### src/rfst_pkg.sv
// shared types, constants and fixed-point helpers of the rotating frame source block
`default_nettype none

package rfst_pkg;

  localparam int unsigned DATA_W       = 32;
  localparam int unsigned UQ_W         = 31;
  localparam int unsigned PROD_W       = 2 * DATA_W;
  localparam int unsigned D_W          = DATA_W + 2;
  localparam int unsigned WIDE_W       = 72;
  localparam int unsigned CFG_IDX_W    = 3;
  localparam int unsigned CROSS_STAGES = 3;
  localparam int unsigned APPLY_STAGES = 6;

  localparam logic [CFG_IDX_W-1:0] CFG_TERM_MODE   = 3'd0;
  localparam logic [CFG_IDX_W-1:0] CFG_USE_DENSITY = 3'd1;
  localparam logic [CFG_IDX_W-1:0] CFG_OMEGA_X     = 3'd2;
  localparam logic [CFG_IDX_W-1:0] CFG_OMEGA_Y     = 3'd3;
  localparam logic [CFG_IDX_W-1:0] CFG_OMEGA_Z     = 3'd4;

  typedef logic signed [DATA_W-1:0] q_t;
  typedef logic [UQ_W-1:0]          uq_t;
  typedef logic signed [PROD_W-1:0] prod_t;
  typedef logic signed [WIDE_W-1:0] wide_t;
  typedef q_t                       vec3_t [3];

  typedef enum logic [1:0] {
    MODE_CORIOLIS = 2'd0,
    MODE_MOMENTUM = 2'd1,
    MODE_ENERGY   = 2'd2,
    MODE_PASS     = 2'd3
  } term_mode_e;

  typedef struct packed {
    q_t   val;
    logic sat;
  } clamp_t;

  localparam wide_t Q_MAX = wide_t'({1'b0, {(DATA_W-1){1'b1}}});
  localparam wide_t Q_MIN = wide_t'(signed'({1'b1, {(DATA_W-1){1'b0}}}));

  // round to nearest, ties away from zero
  function automatic wide_t round_q(wide_t p, int unsigned frac);
    wide_t half;
    wide_t adj;
    half = wide_t'(1) <<< (frac - 1);
    adj = '0;
    adj[0] = p[WIDE_W-1];
    return (p + half - adj) >>> frac;
  endfunction

  function automatic clamp_t clamp_q(wide_t v);
    clamp_t r;
    if (v > Q_MAX) begin
      r.val = Q_MAX[DATA_W-1:0];
      r.sat = 1'b1;
    end else if (v < Q_MIN) begin
      r.val = Q_MIN[DATA_W-1:0];
      r.sat = 1'b1;
    end else begin
      r.val = v[DATA_W-1:0];
      r.sat = 1'b0;
    end
    return r;
  endfunction

endpackage

`default_nettype wire

### src/rfst_scale.sv
// three-stage cell scale: volume times optional density, rounded and clamped
`default_nettype none

module rfst_scale #(
  parameter int unsigned FRAC_BITS = 16
) (
  input  logic          clk_i,
  input  logic          use_density_i,
  input  rfst_pkg::uq_t vol_i,
  input  rfst_pkg::uq_t rho_i,
  output rfst_pkg::uq_t s_o,
  output logic          sat_o
);
  import rfst_pkg::*;

  localparam int unsigned UPROD_W = 2 * UQ_W;

  logic [UPROD_W-1:0] prod_q;
  logic [UPROD_W-1:0] rnd_q;
  uq_t                vol1_q;
  uq_t                vol2_q;
  uq_t                s_q;
  logic               sat_q;
  logic               over;

  assign over = |rnd_q[UPROD_W-1:UQ_W];

  always_ff @(posedge clk_i) begin
    prod_q <= vol_i * rho_i;
    vol1_q <= vol_i;
    rnd_q  <= (prod_q + (UPROD_W'(1) << (FRAC_BITS - 1))) >> FRAC_BITS;
    vol2_q <= vol1_q;
    if (!use_density_i) begin
      s_q <= vol2_q;
    end else if (over) begin
      s_q <= '1;
    end else begin
      s_q <= rnd_q[UQ_W-1:0];
    end
    sat_q <= use_density_i & over;
  end

  assign s_o   = s_q;
  assign sat_o = sat_q;

endmodule

`default_nettype wire

### config.mk
export PLATFORM = sky130hd
export DESIGN_NAME = rfst_scale
export DESIGN_NICKNAME = d
export VERILOG_FILES = /design/src/rfst_pkg.sv /design/src/rfst_scale.sv
export SDC_FILE = /design/constraint.sdc
export NUM_CORES = 2
export LEC_CHECK = 0
export BUFFER_PORTS_ARGS = -buffer_cell sky130_fd_sc_hd__buf_2
export CAP_MARGIN = 10
export CORE_ASPECT_RATIO = 2
export CORE_MARGIN = 8
export CORE_UTILIZATION = 65
export CTS_CLUSTER_DIAMETER = 30
export DETAILED_ROUTE_END_ITERATION = 12
export PLACE_DENSITY_LB_ADDON = 0.3
export RECOVER_POWER = 25
export SLEW_MARGIN = 20
export SYNTH_ARGS = -nofsm -noshare
export SYNTH_HDL_FRONTEND = slang
export SYNTH_SLANG_ARGS = --single-unit
### constraint.sdc
create_clock -name clk_i -period 9.05 [get_ports clk_i]
set_clock_uncertainty 0.2 [all_clocks]
set_input_delay 1.3575 -clock clk_i [delete_from_list [all_inputs] [get_ports clk_i]]
set_output_delay 1.3575 -clock clk_i [all_outputs]
set_load 0.03 [all_outputs]
* After elaboration in Yosys (flattened, before gate mapping)
Cells that the tools add are included.
** Word-level totals
- Register bits after elaboration :: 202
- Output and inout bits :: 32
- Logic and storage cells :: 12
** Operators by class
- Add/subtract/negate cells :: 1
- Multiply operators :: 1
- Muxes and demuxes :: 2
- Bitwise gates (word level) :: 1
- Reductions and logical operators :: 1
** Operator list (number)
- 62-bit by 16-bit adder with 62-bit output (second input constant) :: 1
- 31-bit by 31-bit multiplier with 62-bit output :: 1
- 31-bit two-way mux :: 2
- 15-bit OR reduction :: 1
- 1-bit bitwise AND :: 1

* Longest topological paths before layout
- Depth after elaboration :: 3
- Depth in mapped cells :: 29

* Least setup slack after synthesis
No wires, ideal clock.
- Path type :: input -> register
- Start :: input port rho_i[8]
- End :: register prod_q[56]
- Setup time :: 0.072 ns
- Arrival time :: 7.878 ns
- Data required time :: 8.778 ns
- Setup slack :: 0.899 ns
- Stages on the path :: 26
- Buffers on the path :: 2
- Cells stage by stage :: clkbuf_1 and2_1 fa_1 fa_1 inv_1 fa_1 fa_1 inv_1 fa_1 fa_1 fa_1 inv_1 fa_1 inv_1 ha_1 buf_2 a21oi_1 o21ai_1 a221oi_1 o21bai_1 a2111oi_2 o41ai_1 a211oi_2 o21ai_1 a21oi_1 xnor2_1
** On the way
- Word-level cells in the longest chain between the ends :: 1
** Ends and longest elaborated chain
- from (decl) :: line rfst_scale.sv:10 : input rfst_pkg::uq_t rho_i,
- 31-bit by 31-bit multiplier with 62-bit output :: line rfst_scale.sv:29 : prod_q <= vol_i * rho_i;
- to (signal assigned) :: line rfst_scale.sv:29
- to (decl) :: line rfst_scale.sv:18 : logic [UPROD_W-1:0] prod_q;
Every way passes these cells.

* Worst setup path in the final report
- Start :: input port rho_i[16]
- End :: register prod_q[55]
The elaborated chain is that of the path after synthesis.

==> out/summary.txt <==
Initial drt markers -> 1767
Initial core utilization -> 0.6528
Final setup TNS -> 0 ns
Ys async rst share -> 0
Gpl congestion -> 0.9619
Floorplan row count -> 122
Max FO, Critical Path -> 31
Mux contribution to synthesized area -> 0
Post-layout util -> 0.6869
Syn Area/Cell -> 9.384 um2
Setup-failing EPs final -> 0
Die width -> 182.1 um
CTS tree -> built
XOR/XNOR Fraction of Synth Area -> 0.02319
Layout Nets -> 4969
PostCTS Resize Cnt -> 0
Die Area -> 0.06342 mm2
Seq. cell area -> 0.003744 mm2
Synth Net Count -> 4976
Met1 wire length -> 35.77 mm
IO Pins -> 96
Hold Fails Final Rpt -> 0
H-tree depth -> 4
Largest net degree at the start of global routing -> 64
Layout cells sized above 1 -> 0.06581
Synth Area in Simple Gates -> 0.1741
Max transition margin -> 0.1388
Primary FF master, synth -> dfxtp_1
Met2 WL -> 45.53 mm
CTS Root Cell -> clkbuf_16
Post-DP HPWL -> 76.29 mm
Overall Global Routing Usage -> 0.3146
Port bufs -> 95
Main combinational cell family by area after synthesis -> adder cells
Critical path class -> in2reg
Met3 wire len -> 9.923 mm
Core Area -> 0.05495 mm2
Synth top area share -> 0.4665
Post-DR vias/cell -> 5.759
Compound-Gate Fraction of Synth Area -> 0.03795
Startpoint class of the critical path -> primary input
Final instance area -> 0.03775 mm2
WL/cell -> 21.02 um
GR Overflow Total -> 0
EDFF count, synth -> 0
Post-synthesis sequential area ratio -> 0.1044
DRC viols -> 0
RSZ-0062 raised after global routing -> no
Die height -> 348.2 um
Clock slew at reported path FFs -> 0.07 ns
Min Hold Slack -> 0.1225 ns
Area contributors post-synth -> fa_1 47%, dfxtp_1 10%, and2_1 9.0%
Crit end category -> flip-flop
Antenna Nets Post-Route -> 0
Crit share post-route -> 0.9637
Clock Latency Late Sink -> 0.43 ns
Max-Cap Viols -> 0
Data arrival, critical path -> 8.84 ns
Synth cell types -> 61
Mapped Area -> 0.03587 mm2
Area of the multi-input gates -> 0.02833 mm2
Vias -> 25984
Min cycle time layout -> 8.722 ns
Area grow syn2layout -> 5.228%
CTS Hold Bufs -> 0
Max frequency -> 114.7 MHz
Post-Route WL -> 94.84 mm
Status -> completed
CTS buffer count -> 17
Clock buffer depth -> 2
Critical Path RT -> 9.17 ns
First-pass GRT wire length -> 154.5 mm
Hold crit path type -> reg2reg
Vias in the first global route -> 28812
CTS Sinks -> 187
Worst Tran Pin Value -> 1.292 ns
Yosys warnings -> 0
Cell count after synthesis -> 3823
Antenna violations before repair -> 5
Postcts setup bufs -> 0
Pre-antenna DRT Iters -> 7
Max-slew violations -> 0
Adder-Cell Fraction of Synth Area -> 0.5548
Post-synth top area cell -> fa_1
Fill cell count -> 4261
Yosys reg bits -> 187
Highest routed layer -> met5
DP Area -> 0.03712 mm2
critical path, stage by stage:
cell,delay (ns)
buf_2,0.38
and2_1,0.32
fa_1,0.53
inv_1,0.05
fa_1,0.53
inv_1,0.06
fa_1,0.52
inv_1,0.06
fa_1,0.53
inv_1,0.05
fa_1,0.51
fa_1,0.44
fa_1,0.55
fa_1,0.44
ha_1,0.40
a21oi_1,0.23
o21ai_1,0.13
a221oi_1,0.31
o21bai_1,0.14
a2111oi_2,0.33
o41ai_1,0.15
buf_4,0.18
a211oi_2,0.22
o21ai_1,0.11
buf_4,0.14
xor2_1,0.13
sequential cells by signal (all words and copies together), names as in the netlist:
name / count
prod_q: 47
rnd_q: 46
s_o: 31
sat_o: 1
vol1_q: 31
vol2_q: 31
routing by layer:
metal / vias up / global-route usage
met2: 1365 / 0.5198
met1: 13222 / 0.4051
met4: 2 / 0.1132
met5: - / 0
li1: 11158 / -
met3: 237 / 0.06853
cells in the final DEF, fill, tap and decap left out, drive strengths merged, types with 34 or more instances in the layout:
cell type / instances
ha: 253
inv: 792
nand2: 521
nand3: 34
dfxtp: 187
xor2: 34
xnor2: 61
fa: 836
nor2: 102
and2: 517
a21oi: 95
buf: 190
final cells by class:
| cell class | count | share of cell area |
|---|---|---|
| timing repair buffer | 192 | 0.03281 |
| multi-input combinational | 2633 | 0.7506 |
| clock inverter | 13 | 0.004674 |
| sequential | 187 | 0.09917 |
| antenna | 1 | 0.00006629 |
| tap | 682 | 0.02261 |
| inverter | 785 | 0.07806 |
| clock buffer | 19 | 0.01200 |
cells in the mapped netlist, types with 4 or more instances:
cell type,count
a21o_1,26
a21oi_1,89
a21oi_2,4
a31oi_1,8
and2_1,517
and3_1,14
and4_1,4
buf_2,12
clkbuf_1,203
dfxtp_1,187
fa_1,836
ha_1,253
inv_1,785
nand2_1,521
nand3_1,33
nand4_1,24
nor2_1,100
nor2b_1,4
nor3_1,4
nor3_2,4
nor4_1,8
o21ai_0,18
o21ai_1,7
o21bai_1,10
o31ai_1,4
xnor2_1,61
xor2_1,34
per-stage QoR:
stage	cells	worst slack, ns
after detailed placement	4479	-0.03786
after global routing	4511	0.06705
after CTS	4511	0.3955
after floorplan	3823	0.8994
final	4512	0.3283
after global placement	4479	0.01271
worst paths after layout:
kind	start	to	slack, ns	depth (start not counted)
min reg2reg	vol1_q[22]	vol2_q[22]	0.12	0
max reg2reg	prod_q[17]	rnd_q[43]	6.02	9
min	vol1_q[22]	vol2_q[22]	0.12	0
max	rho_i[16]	prod_q[55]	0.33	26
cells by family (layout without fill, tap and decap cells):
| kind of cell | Yosys count | after routing |
|---|---|---|
| flops | 187 | 187 |
| fa+ha+maj | 1089 | 1089 |
| other cells | 0 | 1 |
| xor+xnor | 95 | 95 |
| buf+inv | 1003 | 1009 |
| simple gates | 1246 | 1246 |
| compound gates | 203 | 203 |
Power is not shown: default switching activity piles up to over one toggle a cycle in this logic, so the estimate is an artifact.
